`src/rtl/gql_pkg.sv`:
```
// gql_pkg: shared types and constants for the glyph quad layout block.
// Holds request/result structs, configuration struct, divider handshake
// structs and the fixed codes. No dependencies.
package gql_pkg;

  // Input request modes
  localparam logic [1:0] MODE_CHAR = 2'd0;
  localparam logic [1:0] MODE_LOAD = 2'd1;
  localparam logic [1:0] MODE_END  = 2'd2;

  // Result kinds
  localparam logic KIND_VERTEX  = 1'b0;
  localparam logic KIND_SUMMARY = 1'b1;

  // Character codes with special handling
  localparam logic [7:0] CHAR_NEWLINE = 8'd10;
  localparam logic [7:0] CHAR_SPACE   = 8'd32;

  // Corner order of one quad, bit k belongs to vertex k
  localparam int unsigned VTX_PER_QUAD = 6;
  localparam logic [VTX_PER_QUAD-1:0] CORNER_X = 6'b011010;
  localparam logic [VTX_PER_QUAD-1:0] CORNER_Y = 6'b110100;

  // Configuration register map (index = byte address / 4)
  localparam int unsigned CFG_ADDR_W = 5;
  localparam int unsigned CFG_DATA_W = 32;
  localparam logic [2:0] REG_SHEET_COLS  = 3'd0;
  localparam logic [2:0] REG_SHEET_ROWS  = 3'd1;
  localparam logic [2:0] REG_GLYPH_W     = 3'd2;
  localparam logic [2:0] REG_GLYPH_H     = 3'd3;
  localparam logic [2:0] REG_FIRST_CODE  = 3'd4;
  localparam logic [2:0] REG_ADVANCE_GAP = 3'd5;

  // Register reset values
  localparam logic [6:0] RST_SHEET_COLS  = 7'd16;
  localparam logic [6:0] RST_SHEET_ROWS  = 7'd16;
  localparam logic [7:0] RST_GLYPH_W     = 8'd8;
  localparam logic [7:0] RST_GLYPH_H     = 8'd8;
  localparam logic [7:0] RST_FIRST_CODE  = 8'd32;
  localparam logic [7:0] RST_ADVANCE_GAP = 8'd1;

  // Shared divider sizing: numerator up to 127 << 16, 7-bit divisor
  localparam int unsigned DIV_NUM_W = 24;
  localparam int unsigned DIV_DEN_W = 7;
  localparam int unsigned DIV_CNT_W = $clog2(DIV_NUM_W);

  typedef struct packed {
    logic [6:0] sheet_cols;
    logic [6:0] sheet_rows;
    logic [7:0] glyph_w;
    logic [7:0] glyph_h;
    logic [7:0] first_code;
    logic [7:0] advance_gap;
  } cfg_t;

  typedef struct packed {
    logic [1:0]        mode;
    logic [7:0]        char_code;
    logic [7:0]        glyph_index;
    logic signed [7:0] glyph_width;
  } in_item_t;

  typedef struct packed {
    logic               kind;
    logic signed [15:0] x_pos;
    logic [15:0]        y_pos;
    logic [16:0]        tex_u;
    logic [16:0]        tex_v;
    logic               last;
  } out_item_t;

  typedef struct packed {
    logic                 start;
    logic [DIV_NUM_W-1:0] num;
    logic [DIV_DEN_W-1:0] den;
  } div_req_t;

  typedef struct packed {
    logic                 busy;
    logic                 done;
    logic [DIV_NUM_W-1:0] quo;
    logic [DIV_DEN_W-1:0] rem;
  } div_rsp_t;

endpackage

```
`src/rtl/gql_ram.sv`:
```
// gql_ram: generic single-write, single-read RAM with registered read data.
// Depends on nothing; storage has no reset.
module gql_ram #(
  parameter int WIDTH = 8,
  parameter int DEPTH = 256
) (
  input  logic                                  clk,
  input  logic                                  wr_en,
  input  logic [(DEPTH > 1 ? $clog2(DEPTH) : 1)-1:0] wr_addr,
  input  logic [WIDTH-1:0]                      wr_data,
  input  logic                                  rd_en,
  input  logic [(DEPTH > 1 ? $clog2(DEPTH) : 1)-1:0] rd_addr,
  output logic [WIDTH-1:0]                      rd_data
);

  logic [WIDTH-1:0] mem [DEPTH];
  logic [WIDTH-1:0] rd_data_r;

  // Write port and registered read port; read data holds between reads
  always_ff @(posedge clk) begin
    if (wr_en) begin
      mem[wr_addr] <= wr_data;
    end
    if (rd_en) begin
      rd_data_r <= mem[rd_addr];
    end
  end

  assign rd_data = rd_data_r;

endmodule

```
`src/rtl/gql_div.sv`:
```
// gql_div: shared restoring divider, one quotient bit per cycle.
// Depends on gql_pkg for the numerator/divisor widths and handshake structs.
module gql_div (
  input  logic              clk,
  input  logic              rst_n,
  input  gql_pkg::div_req_t req,
  output gql_pkg::div_rsp_t rsp
);

  localparam int unsigned NW = gql_pkg::DIV_NUM_W;
  localparam int unsigned DW = gql_pkg::DIV_DEN_W;
  localparam int unsigned CW = gql_pkg::DIV_CNT_W;
  localparam logic [CW-1:0] CNT_LAST = CW'(NW - 1);

  logic          busy_r, busy_nxt;
  logic          done_r, done_nxt;
  logic [CW-1:0] cnt_r, cnt_nxt;
  logic [NW-1:0] num_r, num_nxt;
  logic [NW-1:0] quo_r, quo_nxt;
  logic [DW-1:0] rem_r, rem_nxt;
  logic [DW-1:0] den_r, den_nxt;
  logic [DW:0]   trial;
  logic          fits;

  // One restoring step: shift in the next numerator bit, subtract if it fits
  assign trial = {rem_r, num_r[NW-1]};
  assign fits  = (trial >= {1'b0, den_r});

  always_comb begin
    busy_nxt = busy_r;
    done_nxt = 1'b0;
    cnt_nxt  = cnt_r;
    num_nxt  = num_r;
    quo_nxt  = quo_r;
    rem_nxt  = rem_r;
    den_nxt  = den_r;
    if (req.start) begin
      busy_nxt = 1'b1;
      cnt_nxt  = '0;
      num_nxt  = req.num;
      quo_nxt  = '0;
      rem_nxt  = '0;
      den_nxt  = req.den;
    end else if (busy_r) begin
      num_nxt = {num_r[NW-2:0], 1'b0};
      quo_nxt = {quo_r[NW-2:0], fits};
      rem_nxt = fits ? DW'(trial - {1'b0, den_r}) : trial[DW-1:0];
      cnt_nxt = cnt_r + 1'b1;
      if (cnt_r == CNT_LAST) begin
        busy_nxt = 1'b0;
        done_nxt = 1'b1;
      end
    end
  end

  // Hold control under reset; operands need none
  always_ff @(posedge clk) begin
    if (!rst_n) begin
      busy_r <= 1'b0;
      done_r <= 1'b0;
      cnt_r  <= '0;
    end else begin
      busy_r <= busy_nxt;
      done_r <= done_nxt;
      cnt_r  <= cnt_nxt;
    end
    num_r <= num_nxt;
    quo_r <= quo_nxt;
    rem_r <= rem_nxt;
    den_r <= den_nxt;
  end

  assign rsp.busy = busy_r;
  assign rsp.done = done_r;
  assign rsp.quo  = quo_r;
  assign rsp.rem  = rem_r;

endmodule

```
`src/rtl/gql_cfg_regs.sv`:
```
// gql_cfg_regs: APB-style configuration registers of the layout block.
// Depends on gql_pkg for the register map, reset values and cfg_t.
module gql_cfg_regs (
  input  logic                                clk,
  input  logic                                rst_n,
  input  logic                                psel,
  input  logic                                penable,
  input  logic                                pwrite,
  input  logic [gql_pkg::CFG_ADDR_W-1:0]      paddr,
  input  logic [gql_pkg::CFG_DATA_W-1:0]      pwdata,
  output logic [gql_pkg::CFG_DATA_W-1:0]      prdata,
  output logic                                pready,
  output gql_pkg::cfg_t                       cfg
);

  gql_pkg::cfg_t cfg_r, cfg_nxt;
  logic [2:0]    reg_idx;
  logic          wr_en;

  assign reg_idx = paddr[4:2];
  assign wr_en   = psel && penable && pwrite;
  assign pready  = 1'b1;

  // Decode a write; unknown indexes drop
  always_comb begin
    cfg_nxt = cfg_r;
    if (wr_en) begin
      case (reg_idx)
        gql_pkg::REG_SHEET_COLS:  cfg_nxt.sheet_cols  = pwdata[6:0];
        gql_pkg::REG_SHEET_ROWS:  cfg_nxt.sheet_rows  = pwdata[6:0];
        gql_pkg::REG_GLYPH_W:     cfg_nxt.glyph_w     = pwdata[7:0];
        gql_pkg::REG_GLYPH_H:     cfg_nxt.glyph_h     = pwdata[7:0];
        gql_pkg::REG_FIRST_CODE:  cfg_nxt.first_code  = pwdata[7:0];
        gql_pkg::REG_ADVANCE_GAP: cfg_nxt.advance_gap = pwdata[7:0];
        default:                  cfg_nxt = cfg_r;
      endcase
    end
  end

  always_ff @(posedge clk) begin
    if (!rst_n) begin
      cfg_r.sheet_cols  <= gql_pkg::RST_SHEET_COLS;
      cfg_r.sheet_rows  <= gql_pkg::RST_SHEET_ROWS;
      cfg_r.glyph_w     <= gql_pkg::RST_GLYPH_W;
      cfg_r.glyph_h     <= gql_pkg::RST_GLYPH_H;
      cfg_r.first_code  <= gql_pkg::RST_FIRST_CODE;
      cfg_r.advance_gap <= gql_pkg::RST_ADVANCE_GAP;
    end else begin
      cfg_r <= cfg_nxt;
    end
  end

  // Read back the addressed register
  always_comb begin
    case (reg_idx)
      gql_pkg::REG_SHEET_COLS:  prdata = gql_pkg::CFG_DATA_W'(cfg_r.sheet_cols);
      gql_pkg::REG_SHEET_ROWS:  prdata = gql_pkg::CFG_DATA_W'(cfg_r.sheet_rows);
      gql_pkg::REG_GLYPH_W:     prdata = gql_pkg::CFG_DATA_W'(cfg_r.glyph_w);
      gql_pkg::REG_GLYPH_H:     prdata = gql_pkg::CFG_DATA_W'(cfg_r.glyph_h);
      gql_pkg::REG_FIRST_CODE:  prdata = gql_pkg::CFG_DATA_W'(cfg_r.first_code);
      gql_pkg::REG_ADVANCE_GAP: prdata = gql_pkg::CFG_DATA_W'(cfg_r.advance_gap);
      default:                  prdata = '0;
    endcase
  end

  assign cfg = cfg_r;

endmodule

```
`src/rtl/glyph_quad_layout_core.sv`:
```
// glyph_quad_layout_core: top level of the sprite-sheet text layout block.
// Depends on gql_pkg, gql_cfg_regs, gql_div (shared divider) and gql_ram.
//
//  Channel   Direction  Handshake             Payload
//  in_       request    in_valid / in_stall   gql_pkg::in_item_t
//  out_      result     out_valid / out_stall gql_pkg::out_item_t
//  config    APB write  psel/penable/pwrite   paddr, pwdata, prdata
//
// A glyph in the sheet runs five 24-step divisions in the shared divider
// (column/row split, then two u and two v coordinates), then emits its six
// vertices. Other requests are handled without the divider.
// Reset is synchronous (rst_n low): pen, sequencer and output valid clear; the
// width table is not cleared. A stalled output holds the sequencer in an emit or summary state,
// and in_stall stays high until the current request is fully handled.
module glyph_quad_layout_core #(
  parameter int MAX_GLYPHS = 256,
  parameter int POS_BITS   = 16
) (
  input  logic                           clk,
  input  logic                           rst_n,
  input  logic                           in_valid,
  output logic                           in_stall,
  input  gql_pkg::in_item_t              in_data,
  output logic                           out_valid,
  input  logic                           out_stall,
  output gql_pkg::out_item_t             out_data,
  input  logic                           psel,
  input  logic                           penable,
  input  logic                           pwrite,
  input  logic [gql_pkg::CFG_ADDR_W-1:0] paddr,
  input  logic [gql_pkg::CFG_DATA_W-1:0] pwdata,
  output logic [gql_pkg::CFG_DATA_W-1:0] prdata,
  output logic                           pready
);

  localparam int AW = (MAX_GLYPHS > 1) ? $clog2(MAX_GLYPHS) : 1;
  localparam int SW = ((POS_BITS > 11) ? POS_BITS : 11) + 2;
  localparam int YW = ((POS_BITS > 8) ? POS_BITS : 8) + 1;
  localparam logic signed [SW-1:0] X_HI = SW'((longint'(1) <<< (POS_BITS - 1)) - longint'(1));
  localparam logic signed [SW-1:0] X_LO = ~X_HI;
  localparam logic [YW-1:0] Y_HI = YW'((longint'(1) << POS_BITS) - longint'(1));

  typedef enum logic [2:0] {
    S_IDLE, S_DECODE, S_DIV_GO, S_DIV_WAIT, S_EMIT, S_SUMMARY
  } state_t;

  typedef enum logic [2:0] {
    STEP_IDX, STEP_U0, STEP_U1, STEP_V0, STEP_V1
  } div_step_t;

  // Saturate to the signed pen range
  function automatic logic signed [POS_BITS-1:0] sat_x(input logic signed [SW-1:0] v);
    logic signed [POS_BITS-1:0] r;
    if (v > X_HI) begin
      r = X_HI[POS_BITS-1:0];
    end else if (v < X_LO) begin
      r = X_LO[POS_BITS-1:0];
    end else begin
      r = v[POS_BITS-1:0];
    end
    return r;
  endfunction

  // Saturate to the unsigned pen range
  function automatic logic [POS_BITS-1:0] sat_y(input logic [YW-1:0] v);
    logic [POS_BITS-1:0] r;
    if (v > Y_HI) begin
      r = Y_HI[POS_BITS-1:0];
    end else begin
      r = v[POS_BITS-1:0];
    end
    return r;
  endfunction

  gql_pkg::cfg_t      cfg;
  gql_pkg::div_req_t  div_req;
  gql_pkg::div_rsp_t  div_rsp;

  state_t                     state_r, state_nxt;
  div_step_t                  step_r, step_nxt;
  gql_pkg::in_item_t          item_r, item_nxt;
  logic [6:0]                 col_r, col_nxt;
  logic [6:0]                 row_r, row_nxt;
  logic [16:0]                u0_r, u0_nxt, u1_r, u1_nxt;
  logic [16:0]                v0_r, v0_nxt, v1_r, v1_nxt;
  logic [2:0]                 vtx_r, vtx_nxt;
  logic signed [POS_BITS-1:0] pen_x_r, pen_x_nxt;
  logic [POS_BITS-1:0]        pen_y_r, pen_y_nxt;
  logic                       out_valid_r, out_valid_nxt;
  gql_pkg::out_item_t         out_data_r, out_data_nxt;

  logic [6:0]          cols_eff, rows_eff;
  logic [13:0]         glyph_cnt;
  logic [7:0]          idx;
  logic                glyph_ok;
  logic                load_ok;
  logic                ram_wr, ram_rd;
  logic [7:0]          ram_rdata;
  logic                out_free;
  logic                cx, cy;
  logic [9:0]          gap3;
  logic signed [SW-1:0] pen_x_ext, gap_ext, gap3_ext, width_ext, cw_ext;
  logic [YW-1:0]       pen_y_ext, ch_ext;
  logic signed [POS_BITS-1:0] vx;
  logic [POS_BITS-1:0] vy;

  gql_cfg_regs u_cfg (
    .clk     (clk),
    .rst_n   (rst_n),
    .psel    (psel),
    .penable (penable),
    .pwrite  (pwrite),
    .paddr   (paddr),
    .pwdata  (pwdata),
    .prdata  (prdata),
    .pready  (pready),
    .cfg     (cfg)
  );

  gql_div u_div (
    .clk   (clk),
    .rst_n (rst_n),
    .req   (div_req),
    .rsp   (div_rsp)
  );

  gql_ram #(
    .WIDTH (8),
    .DEPTH (MAX_GLYPHS)
  ) u_width_ram (
    .clk     (clk),
    .wr_en   (ram_wr),
    .wr_addr (AW'(item_r.glyph_index)),
    .wr_data (item_r.glyph_width),
    .rd_en   (ram_rd),
    .rd_addr (AW'(idx)),
    .rd_data (ram_rdata)
  );

  // Sheet geometry and glyph range check; a zero count acts as one
  assign cols_eff  = (cfg.sheet_cols == '0) ? 7'd1 : cfg.sheet_cols;
  assign rows_eff  = (cfg.sheet_rows == '0) ? 7'd1 : cfg.sheet_rows;
  assign glyph_cnt = 14'(cols_eff) * 14'(rows_eff);
  assign idx       = item_r.char_code - cfg.first_code;
  assign glyph_ok  = (item_r.char_code >= cfg.first_code) && (14'(idx) < glyph_cnt) &&
                     (32'(idx) < MAX_GLYPHS);
  assign load_ok   = (32'(item_r.glyph_index) < MAX_GLYPHS);

  // Pen arithmetic operands
  assign cx        = gql_pkg::CORNER_X[vtx_r];
  assign cy        = gql_pkg::CORNER_Y[vtx_r];
  assign gap3      = {1'b0, cfg.advance_gap, 1'b0} + {2'b00, cfg.advance_gap};
  assign pen_x_ext = SW'(pen_x_r);
  assign gap_ext   = SW'(signed'({1'b0, cfg.advance_gap}));
  assign gap3_ext  = SW'(signed'({1'b0, gap3}));
  assign width_ext = SW'(signed'(ram_rdata));
  assign cw_ext    = cx ? SW'(signed'({1'b0, cfg.glyph_w})) : '0;
  assign pen_y_ext = YW'(pen_y_r);
  assign ch_ext    = cy ? YW'(cfg.glyph_h) : '0;
  assign vx        = sat_x(pen_x_ext + cw_ext);
  assign vy        = sat_y(pen_y_ext + ch_ext);

  assign out_free  = !out_valid_r || !out_stall;

  // Sequencer: decode, then five divisions and emit for a sheet glyph, or a summary for an end
  always_comb begin
    state_nxt     = state_r;
    step_nxt      = step_r;
    item_nxt      = item_r;
    col_nxt       = col_r;
    row_nxt       = row_r;
    u0_nxt        = u0_r;
    u1_nxt        = u1_r;
    v0_nxt        = v0_r;
    v1_nxt        = v1_r;
    vtx_nxt       = vtx_r;
    pen_x_nxt     = pen_x_r;
    pen_y_nxt     = pen_y_r;
    out_valid_nxt = out_valid_r && out_stall;
    out_data_nxt  = out_data_r;
    ram_wr        = 1'b0;
    ram_rd        = 1'b0;
    div_req.start = 1'b0;
    div_req.num   = '0;
    div_req.den   = cols_eff;

    case (state_r)
      S_IDLE: begin
        if (in_valid) begin
          item_nxt  = in_data;
          state_nxt = S_DECODE;
        end
      end

      S_DECODE: begin
        state_nxt = S_IDLE;
        case (item_r.mode)
          gql_pkg::MODE_LOAD: begin
            ram_wr = load_ok;
          end
          gql_pkg::MODE_END: begin
            state_nxt = S_SUMMARY;
          end
          gql_pkg::MODE_CHAR: begin
            if (item_r.char_code == gql_pkg::CHAR_SPACE) begin
              pen_x_nxt = sat_x(pen_x_ext + gap3_ext);
            end else if (item_r.char_code == gql_pkg::CHAR_NEWLINE) begin
              pen_y_nxt = sat_y(pen_y_ext + YW'(cfg.glyph_h));
              pen_x_nxt = '0;
            end else if (glyph_ok) begin
              ram_rd    = 1'b1;
              step_nxt  = STEP_IDX;
              state_nxt = S_DIV_GO;
            end
          end
          default: state_nxt = S_IDLE;
        endcase
      end

      S_DIV_GO: begin
        div_req.start = 1'b1;
        case (step_r)
          STEP_IDX: div_req.num = gql_pkg::DIV_NUM_W'(idx);
          STEP_U0:  div_req.num = gql_pkg::DIV_NUM_W'({col_r, 16'h0000});
          STEP_U1:  div_req.num = gql_pkg::DIV_NUM_W'({8'(col_r) + 8'd1, 16'h0000});
          STEP_V0: begin
            div_req.num = gql_pkg::DIV_NUM_W'({row_r, 16'h0000});
            div_req.den = rows_eff;
          end
          STEP_V1: begin
            div_req.num = gql_pkg::DIV_NUM_W'({8'(row_r) + 8'd1, 16'h0000});
            div_req.den = rows_eff;
          end
          default: div_req.num = '0;
        endcase
        state_nxt = S_DIV_WAIT;
      end

      S_DIV_WAIT: begin
        if (div_rsp.done) begin
          state_nxt = S_DIV_GO;
          case (step_r)
            STEP_IDX: begin
              col_nxt  = div_rsp.rem;
              row_nxt  = div_rsp.quo[6:0];
              step_nxt = STEP_U0;
            end
            STEP_U0: begin
              u0_nxt   = div_rsp.quo[16:0];
              step_nxt = STEP_U1;
            end
            STEP_U1: begin
              u1_nxt   = div_rsp.quo[16:0];
              step_nxt = STEP_V0;
            end
            STEP_V0: begin
              v0_nxt   = div_rsp.quo[16:0];
              step_nxt = STEP_V1;
            end
            STEP_V1: begin
              v1_nxt    = div_rsp.quo[16:0];
              vtx_nxt   = '0;
              state_nxt = S_EMIT;
            end
            default: state_nxt = S_IDLE;
          endcase
        end
      end

      S_EMIT: begin
        if (out_free) begin
          out_valid_nxt      = 1'b1;
          out_data_nxt.kind  = gql_pkg::KIND_VERTEX;
          out_data_nxt.x_pos = 16'(vx);
          out_data_nxt.y_pos = 16'(vy);
          out_data_nxt.tex_u = cx ? u1_r : u0_r;
          out_data_nxt.tex_v = cy ? v1_r : v0_r;
          out_data_nxt.last  = (vtx_r == 3'(gql_pkg::VTX_PER_QUAD - 1));
          vtx_nxt            = vtx_r + 3'd1;
          // Advance the pen after the final corner
          if (vtx_r == 3'(gql_pkg::VTX_PER_QUAD - 1)) begin
            pen_x_nxt = sat_x(pen_x_ext + gap_ext + width_ext);
            state_nxt = S_IDLE;
          end
        end
      end

      S_SUMMARY: begin
        if (out_free) begin
          out_valid_nxt      = 1'b1;
          out_data_nxt.kind  = gql_pkg::KIND_SUMMARY;
          out_data_nxt.x_pos = 16'(pen_x_r);
          out_data_nxt.y_pos = 16'(cfg.glyph_h);
          out_data_nxt.tex_u = '0;
          out_data_nxt.tex_v = '0;
          out_data_nxt.last  = 1'b1;
          pen_x_nxt          = '0;
          pen_y_nxt          = '0;
          state_nxt          = S_IDLE;
        end
      end

      default: state_nxt = S_IDLE;
    endcase
  end

  // State, pen and output register; payload registers take no reset
  always_ff @(posedge clk) begin
    if (!rst_n) begin
      state_r     <= S_IDLE;
      step_r      <= STEP_IDX;
      vtx_r       <= '0;
      pen_x_r     <= '0;
      pen_y_r     <= '0;
      out_valid_r <= 1'b0;
    end else begin
      state_r     <= state_nxt;
      step_r      <= step_nxt;
      vtx_r       <= vtx_nxt;
      pen_x_r     <= pen_x_nxt;
      pen_y_r     <= pen_y_nxt;
      out_valid_r <= out_valid_nxt;
    end
    item_r     <= item_nxt;
    col_r      <= col_nxt;
    row_r      <= row_nxt;
    u0_r       <= u0_nxt;
    u1_r       <= u1_nxt;
    v0_r       <= v0_nxt;
    v1_r       <= v1_nxt;
    out_data_r <= out_data_nxt;
  end

  assign in_stall  = (state_r != S_IDLE);
  assign out_valid = out_valid_r;
  assign out_data  = out_data_r;

`ifndef SYNTHESIS
  a_div_start_idle: assert property (@(posedge clk) disable iff (!rst_n)
    div_req.start |-> !div_rsp.busy)
    else $error("divider started while busy");

  a_vtx_range: assert property (@(posedge clk) disable iff (!rst_n)
    (state_r == S_EMIT) |-> (vtx_r < 3'(gql_pkg::VTX_PER_QUAD)))
    else $error("vertex counter out of range");

  a_summary_clears_pen: assert property (@(posedge clk) disable iff (!rst_n)
    (state_r == S_SUMMARY && out_free) |=> (pen_x_r == '0 && pen_y_r == '0))
    else $error("pen not cleared after summary");

  a_tex_bound: assert property (@(posedge clk) disable iff (!rst_n)
    out_valid_r |-> (out_data_r.tex_u <= 17'h10000 && out_data_r.tex_v <= 17'h10000))
    else $error("texture coordinate above 1.0");

  a_summary_form: assert property (@(posedge clk) disable iff (!rst_n)
    (out_valid_r && out_data_r.kind == gql_pkg::KIND_SUMMARY) |->
      (out_data_r.last && out_data_r.tex_u == '0 && out_data_r.tex_v == '0))
    else $error("malformed summary result");
`endif

endmodule

```
`config.mk`:
```
export PLATFORM = sky130hd
export DESIGN_NAME = glyph_quad_layout_core
export DESIGN_NICKNAME = d
export VERILOG_FILES = /design/src/rtl/gql_pkg.sv /design/src/rtl/gql_ram.sv /design/src/rtl/gql_div.sv /design/src/rtl/gql_cfg_regs.sv /design/src/rtl/glyph_quad_layout_core.sv
export SDC_FILE = /design/constraint.sdc
export NUM_CORES = 2
export LEC_CHECK = 0
export BUFFER_PORTS_ARGS = -buffer_cell sky130_fd_sc_hd__buf_2
export CORE_MARGIN = 4
export CORE_UTILIZATION = 63
export CTS_CLUSTER_SIZE = 10
export DETAILED_ROUTE_END_ITERATION = 6
export GPL_TIMING_DRIVEN = 0
export MAX_ROUTING_LAYER = met4
export PLACE_DENSITY = 0.86
export SYNTH_ARGS = -nofsm -noshare
export SYNTH_HDL_FRONTEND = slang
export SYNTH_SLANG_ARGS = --single-unit
export TNS_END_PERCENT = 50
```
`constraint.sdc`:
```
create_clock -name clk -period 6.81 [get_ports clk]
set_input_delay 1.0215 -clock clk [delete_from_list [all_inputs] [get_ports clk]]
set_output_delay 1.0215 -clock clk [all_outputs]
set_load 0.005 [all_outputs]
```
* Word level (Yosys, flattened, before mapping) *
Memories as Yosys holds them, arrays and structs flattened. A register that Yosys moved wholly into a read port is not among the register bits.
Cells that the tools add are included.

operators by class
  order comparisons = 12
  multiplexer cells = 78
  bitwise logic cells = 2
  add/sub/neg operators = 13
  reductions and logical operators = 43
  $mul = 1
  eq/ne operators = 33

operators by type and width
  kind                                                                                number
  16-bit 2-to-1 mux                                                                   17
  68-bit 2-to-1 mux                                                                   2
  68-bit one-hot mux with 2 select lines                                              1
  24-bit one-hot mux with 5 select lines                                              1
  17-bit by 16-bit greater-than comparator with 1-bit output (second input constant)  4
  3-bit 2-to-1 mux                                                                    17
  24-bit 2-to-1 mux                                                                   2
  16-bit one-hot mux with 3 select lines                                              1
  8-bit one-hot mux with 6 select lines                                               1
  16-bit by 8-bit adder with 17-bit output                                            2
  16-bit by 9-bit adder with 17-bit output                                            2
  17-bit by 16-bit < comparator with 1-bit output (second input constant)             2
  17-bit 2-to-1 mux                                                                   2
  32-bit 2-to-1 mux                                                                   1
  16-bit one-hot mux with 2 select lines                                              1
  7-bit 2-to-1 mux                                                                    4
  3-bit one-hot mux with 2 select lines                                               4
  2-bit inequality test (second input constant)                                       10
  17-bit by 8-bit adder with 18-bit output                                            1
  3-bit by 2-bit == test with 1-bit output (second input constant)                    6
  3-bit == test (second input constant)                                               6
  18-bit by 16-bit greater-than comparator with 1-bit output (second input constant)  1
  18-bit by 16-bit < comparator with 1-bit output (second input constant)             1
  3-bit one-hot mux with 6 select lines                                               1
  43 further kinds                                                                    92

word-level totals
  flip-flop bits (word level) = 326
  input port bits = 70
  word-level logic and storage cells = 220
  ROM bits = 16
  memory bits (writable) = 2,048
  output and inout bits = 103
  memories kept = 3

memory list
  memory           words  width  rd ports  clocked after Yosys merged registers in  write ports  RTL line                       source
  u_width_ram.mem  256    8      1         1                                        1            gql_ram.sv:16                  logic [WIDTH-1:0] mem [DEPTH];
  (no name shown)  8      1      1         1                                        0            glyph_quad_layout_core.sv:151  assign cy = gql_pkg::CORNER_Y[vtx_r];
  (no name shown)  8      1      1         1                                        0            glyph_quad_layout_core.sv:150  assign cx = gql_pkg::CORNER_X[vtx_r];

* Longest topological paths before layout *
  depth after elaboration = 10
  depth in mapped cells = 24
  mapped depth without buffers = 24

* Hierarchy *
Synthesis repeated with hierarchy kept, for this count alone.

unflattened totals
  cells, all modules = 5,615
  area total of the unflattened synthesis = 99,365.3 µm²

by module, submodules not included
  module                  area each (µm²)  cells each  instances  sequential area each (µm²)
  gql_ram                 79,636.4         3,733       1          61,739.2
  glyph_quad_layout_core  14,395.1         1,390       1          6,165.9
  gql_div                 2,999.1          251         1          1,691.6
  gql_cfg_regs            2,334.7          241         1          920.9

* Worst setup path before layout *
No wires, ideal clock.

  kind = register to register
  start point = register u_cfg.cfg_r, in the netlist u_cfg.cfg[45]
  end point = register step_r[2]
  slack = 1,227 ps
  clock period less this slack = 5,583 ps
  path buffers = 0
  stages on the path, launching flop included = 24
  setup time = 143 ps
  arrival = 5,440 ps
  required time = 6,667 ps
  path through = dfxtp_1 nor4_1 a21oi_1 nand2b_1 fa_1 fa_1 inv_1 fa_1 inv_1 fa_1 inv_1 ha_1 a21oi_1 o21ai_0 xnor2_1 ha_1 o21a_1 nor2_1 nor4_1 o2111ai_1 a2111oi_2 a41oi_2 o21ai_0 o21ai_0

between the ends
  word-level cells in the longest chain between the ends = 7

ends and longest elaborated chain
  what                                              RTL line                       source
  start, declared                                   gql_cfg_regs.sv:16             gql_pkg::cfg_t cfg_r, cfg_nxt;
  start signal, assigned                            gql_cfg_regs.sv:49             cfg_r <= cfg_nxt;
  7-bit logical NOT                                 glyph_quad_layout_core.sv:141  assign cols_eff = (cfg.sheet_cols == '0) ? 7'd1 : cfg.sheet_cols;
  7-bit 2-to-1 mux *                                glyph_quad_layout_core.sv:141
  7-bit by 7-bit multiplier with 14-bit output *    glyph_quad_layout_core.sv:143  assign glyph_cnt = 14'(cols_eff) * 14'(rows_eff);
  8-bit by 14-bit < comparator with 1-bit output *  glyph_quad_layout_core.sv:145  assign glyph_ok = (item_r.char_code >= cfg.first_code) && (14'(idx) < glyph_cnt) &&
  1-bit logical AND *                               glyph_quad_layout_core.sv:145
  2-bit inequality test (no source line) *          n/a
  7-bit AND reduction (no source line) *            n/a
  end signal, assigned                              glyph_quad_layout_core.sv:318  step_r <= step_nxt;
  end, declared                                     glyph_quad_layout_core.sv:80   div_step_t step_r, step_nxt;

Mark *: on every way between the ends. The rest lies on a longest branch, timed or not.
A chain may end at the register's enable or synchronous reset.

* Worst setup path in the final report *
  start point = register item_r[16] (netlist bit)
  end point = register u_width_ram.rd_data_r[6] (netlist: u_width_ram.rd_data[6]), read port of u_width_ram.mem (data pin)

between the ends
  word-level cells in the longest chain between the ends = 8
  elaborated cells between the ends (all ways) = 11
  classes of those cells = 1 x add/sub; 2 x order compare; 2 x eq/ne; 5 x mux; 1 x reduce/logical

ends and longest elaborated chain
  what                                            RTL line                       source
  start, declared                                 glyph_quad_layout_core.sv:81   gql_pkg::in_item_t item_r, item_nxt;
  start signal, assigned                          glyph_quad_layout_core.sv:324  item_r <= item_nxt;
  8-bit subtractor                                glyph_quad_layout_core.sv:144  assign idx = item_r.char_code - cfg.first_code;
  8-bit by 14-bit < comparator with 1-bit output  glyph_quad_layout_core.sv:145
  1-bit logical AND                               glyph_quad_layout_core.sv:145
  1-bit 2-to-1 mux                                glyph_quad_layout_core.sv:210  end else if (glyph_ok) begin
  1-bit 2-to-1 mux                                glyph_quad_layout_core.sv:207  end else if (item_r.char_code == gql_pkg::CHAR_NEWLINE) begin
  1-bit 2-to-1 mux                                glyph_quad_layout_core.sv:205  if (item_r.char_code == gql_pkg::CHAR_SPACE) begin
  1-bit 2-to-1 mux                                glyph_quad_layout_core.sv:197  case (item_r.mode)
  1-bit 2-to-1 mux                                glyph_quad_layout_core.sv:187  case (state_r)
  end, declared                                   gql_ram.sv:17                  logic [WIDTH-1:0] rd_data_r;

Parallel ways exist; a longest one is shown, timed or not.

==> results.md <==
- Synth Instances: 5358
- Final Cycle Share: 1.05
- Wirelength, routed: 302000 um
- Post-CTS setup buffer count: 0
- Post-synthesis sequential area ratio: 0.709
- Die Width: 405 um
- First-pass GRT wire length: 422000 um
- Violated checks: max-capacitance violations, max-slew violations, negative setup slack
- Clock root buffer: clkbuf_16
- Leading cell types by count after synthesis: edfxtp_1, mux2i_1, mux4_2
- Critical path class: reg2reg
- Highest clock rate: 140 MHz
- DRC violations left: 0
- Outcome: finished with violations
- Number of enable flip-flop cells after synthesis: 2263
- Mux cell area share after synthesis: 0.181
- Cell with the most instances after synthesis: edfxtp_1
- Max Cap Viol: 3
- Worst-path clk slew: 0.06 ns
- Post-Synthesis Cell Area: 99300 um^2
- Number of hold-slack violations in the final timing report: 0
- Worst rel slew slack: -0.0865
- Worst-Margin Slew: 1.58 ns
- Initial cell density of the core: 0.635
- Average wire length per cell after detail routing: 37.7 um
- Adder-Cell Fraction of Synth Area: 0.0237
- Min Clock Period, post-route: 7.14 ns
- DR pass1 iterations: 7
- Total count of max-transition violations in the final report: 12
- Dominant combinational cell family by area after synthesis: multiplexers
- Vias in the first global route: 58800
- Worst-path fanout max: 10
- Worst Hold Endpoint: item_r[18]
- Cell area after placement: 105000 um^2
- Count of filler cells inserted in the layout: 8355
- Flops & latches, synth: 2384
- Class of the tightest hold or removal check: in2reg
- CP max-delay cell: mux2i_1
- Avg Cell Area, Syn: 18.5 um^2
- Clock Skew: 0.0754 ns
- Remaining Overflow, GRT: 0
- Htree depth: 5
- Synth area leader: edfxtp_1
- Clock latency on the worst-skew pair: 0.94 ns
- RR Endpoint: u_width_ram.rd_data[6]
- Count of input and output buffers: 120
- Yosys top cell area share: 0.684
- Number of cell rows: 145
- Worst path arrival time: 7.63 ns
- Clock sink total: 2384
- Fraction of layout instances using a drive strength above 1: 0.206
- Worst r2r src: item_r[16]
- Number of antenna violations at the first check in global routing: 16
- Antenna-violating nets left: 0
- Synth Area in XOR/XNOR: 0.00631
- Total leakage power: 0.0383 uW
- Place WS: 0.352 ns
- Pwr per Cell Area: 298 nW/um^2
- List of cells traversed by the critical path: inv_1, ha_1, inv_1, fa_1, buf_2, buf_2, clkbuf_1, mux4_2, mux2i_1, mux2i_1, mux2i_1, mux2i_1, mux2i_1, mux2i_1
- Max VDD drop: 306 uV
- Async SR Flop Fraction: 0
- Drt first-iter violations: 11100
- Final total power: 33500 uW
- Reg2Reg Setup Slack: -0.33 ns
- Least setup slack across all paths after layout: -0.331 ns
- TritonCTS clock tree: built
- Final weighted congestion in routability-driven placement: 0.929
- HPWL reported at the end of detailed placement: 174000 um
- Endpoint class of the critical path: register
- Required time at the worst-slack endpoint: 7.29 ns
- Number of instances on the worst hold path: 1
- Die ar.: 164000 um^2
- Cell variety after synth: 93
- Area inside the core boundary: 156000 um^2
- Area of all placed cells without fillers: 113000 um^2
- Count of yosys warnings during synthesis: 0
- Vias after detailed routing: 59700
- Main flop type after synthesis: edfxtp_1
- Hold slack final: 0.299 ns
- Simple-gate share of the synthesized area: 0.0371
- Area growth from synthesis to layout: 13.3%
- Count of cells along the worst register-to-register path: 14
- Cell Count Post-Placement: 7643
- Post-DR vias/cell: 7.45
- Post-layout nets: 6112
- Count of non-filler cells in the finished layout: 8010
- Longest individual stage delay on the worst path: 1.18 ns
- Chip Height: 405 um
- Compound-cell area share of the yosys netlist: 0.0267
- Critical Path Most Common Cell: mux2i_1
- Global-route total usage across every layer: 0.372
- Clock Tree Buf Depth: 4
- Ports placed on the boundary: 173
- Worst setup SP type: register
- # setup viols final: 1
- Pin count of the biggest net entering global routing: 40
- Launch point of the worst hold path: in_data[18]
- Leading post-synthesis cells by cell area: edfxtp_1, mux4_2, mux2i_1, dfxtp_1, nor2_1
- Cts bufs inserted: 290
## sequential cells by signal, summed over array words and instances (netlist names), 5 cells and up
name / count
v1_r: 17
v0_r: 17
u_cfg.cfg: 46
u_div.num_r: 24
pen_x_r: 16
u_width_ram.rd_data: 8
u1_r: 17
row_r: 7
u_div.cnt_r: 5
out_data: 68
col_r: 7
item_r: 26
u_div.rem_r: 7
pen_y_r: 16
u0_r: 17
u_width_ram.mem: 2048
u_div.quo_r: 17
u_div.den_r: 7
## cells in the final DEF (no fill, tap or decap), types with 9 or more instances in the layout
cell type / netlist / layout
clkbuf_2: 2 / 15
xnor2_1: 36 / 36
nand4_1: 9 / 9
mux4_2: 512 / 512
nor2_1: 449 / 447
nor3_1: 27 / 26
a221o_1: 9 / 9
nor2b_1: 33 / 33
a211oi_1: 12 / 12
buf_16: 0 / 73
and2_1: 55 / 55
nand2_1: 111 / 111
o21a_1: 14 / 14
a21o_1: 25 / 25
o22ai_1: 11 / 11
nand3_1: 45 / 45
inv_1: 82 / 82
mux2i_1: 627 / 627
a31oi_1: 35 / 35
buf_4: 26 / 28
a21oi_1: 99 / 98
buf_1: 26 / 26
a22oi_1: 17 / 17
fa_1: 40 / 40
xor2_1: 30 / 30
diode_2: 0 / 27
o21bai_1: 13 / 13
clkbuf_1: 132 / 151
buf_2: 111 / 231
conb_1: 2 / 25
nand3b_1: 9 / 9
edfxtp_1: 2263 / 2263
mux2_2: 12 / 12
dfxtp_1: 121 / 121
and3_1: 12 / 12
ha_1: 124 / 124
o211ai_1: 10 / 10
clkbuf_16: 0 / 297
nand2b_1: 16 / 16
o21ai_0: 79 / 79
## critical path: cells and delay by family, from the launching register on
kind                     cells  cell delay, ns
multiplexers                 7            3.11
flip-flops                   1            0.51
buffers and inverters        5            2.22
adder cells (fa/ha/maj)      2            0.85
## power breakdown
| group | switching, uW | total (uW) | internal [uW] |
|---|---|---|---|
| clock network | 5820 | 13600 | 7800 |
| registers | 120 | 16400 | 16200 |
| logic | 2290 | 3540 | 1250 |
| total | 8230 | 33500 | 25300 |
## metal layers
| metal | GRT usage | vias up | wire, um |
|---|---|---|---|
| met5 | - | - | 0 |
| met4 | 0.221 | 0 | 24900 |
| met3 | 0.106 | 1637 | 43000 |
| met2 | 0.559 | 6439 | 140000 |
| met1 | 0.456 | 29300 | 93700 |
| li1 | - | 22400 | - |
## kinds of logic after synthesis
group | count (synthesis)
AOI/OAI and AO/OA | 395
xor gates and xnor gates | 69
adders and majority gates | 164
buffers and inverters | 383
DFF | 2384
muxes | 1151
other | 2
and+or+nand+nor | 810
## repair_timing
item,CTS,global route
hold buffers,0,0
endpoints found under the setup margin,0,4
resized for setup,0,1
## how the worst max path moves through the flow
stage / slack, ns / depth (start not counted) / to / startpoint
floorplan: 1.23 / 23 / step_r[2] / u_cfg.cfg[45]
finish: -0.33 / 14 / u_width_ram.rd_data[6] / item_r[16]
global placement: -0.66 / 0 / u_width_ram.mem[83][5] / item_r[5]
global route: -0.30 / 14 / u_width_ram.rd_data[6] / item_r[16]
detailed placement: 0.35 / 23 / step_r[2] / u_cfg.cfg[40]
CTS: 0.19 / 23 / step_r[2] / u_cfg.cfg[40]
## area by class of cell
cell class	instances	area, um^2	share of cell area
Multi-Input combinational cell	2614	27400	0.243
Clock buffer	332	7590	0.0675
Antenna cell	27	67.6	0.000600
Clock inverter	7	77.6	0.000689
Inverter	84	315	0.00280
Tap cell	2058	2570	0.0229
Sequential cell	2384	70400	0.625
Buffer	299	1390	0.0124
Timing Repair Buffer	205	2770	0.0246
## through the flow
step	utilization	setup TNS, ns
6_report	0.720	-0.331
3_5_place_dp	0.670	0
4_1_cts	0.719	0
2_1_floorplan	-	0
3_3_place_gp	0.656	-728.35
5_1_grt	0.720	-0.299
(Power assumes the default switching activity.)
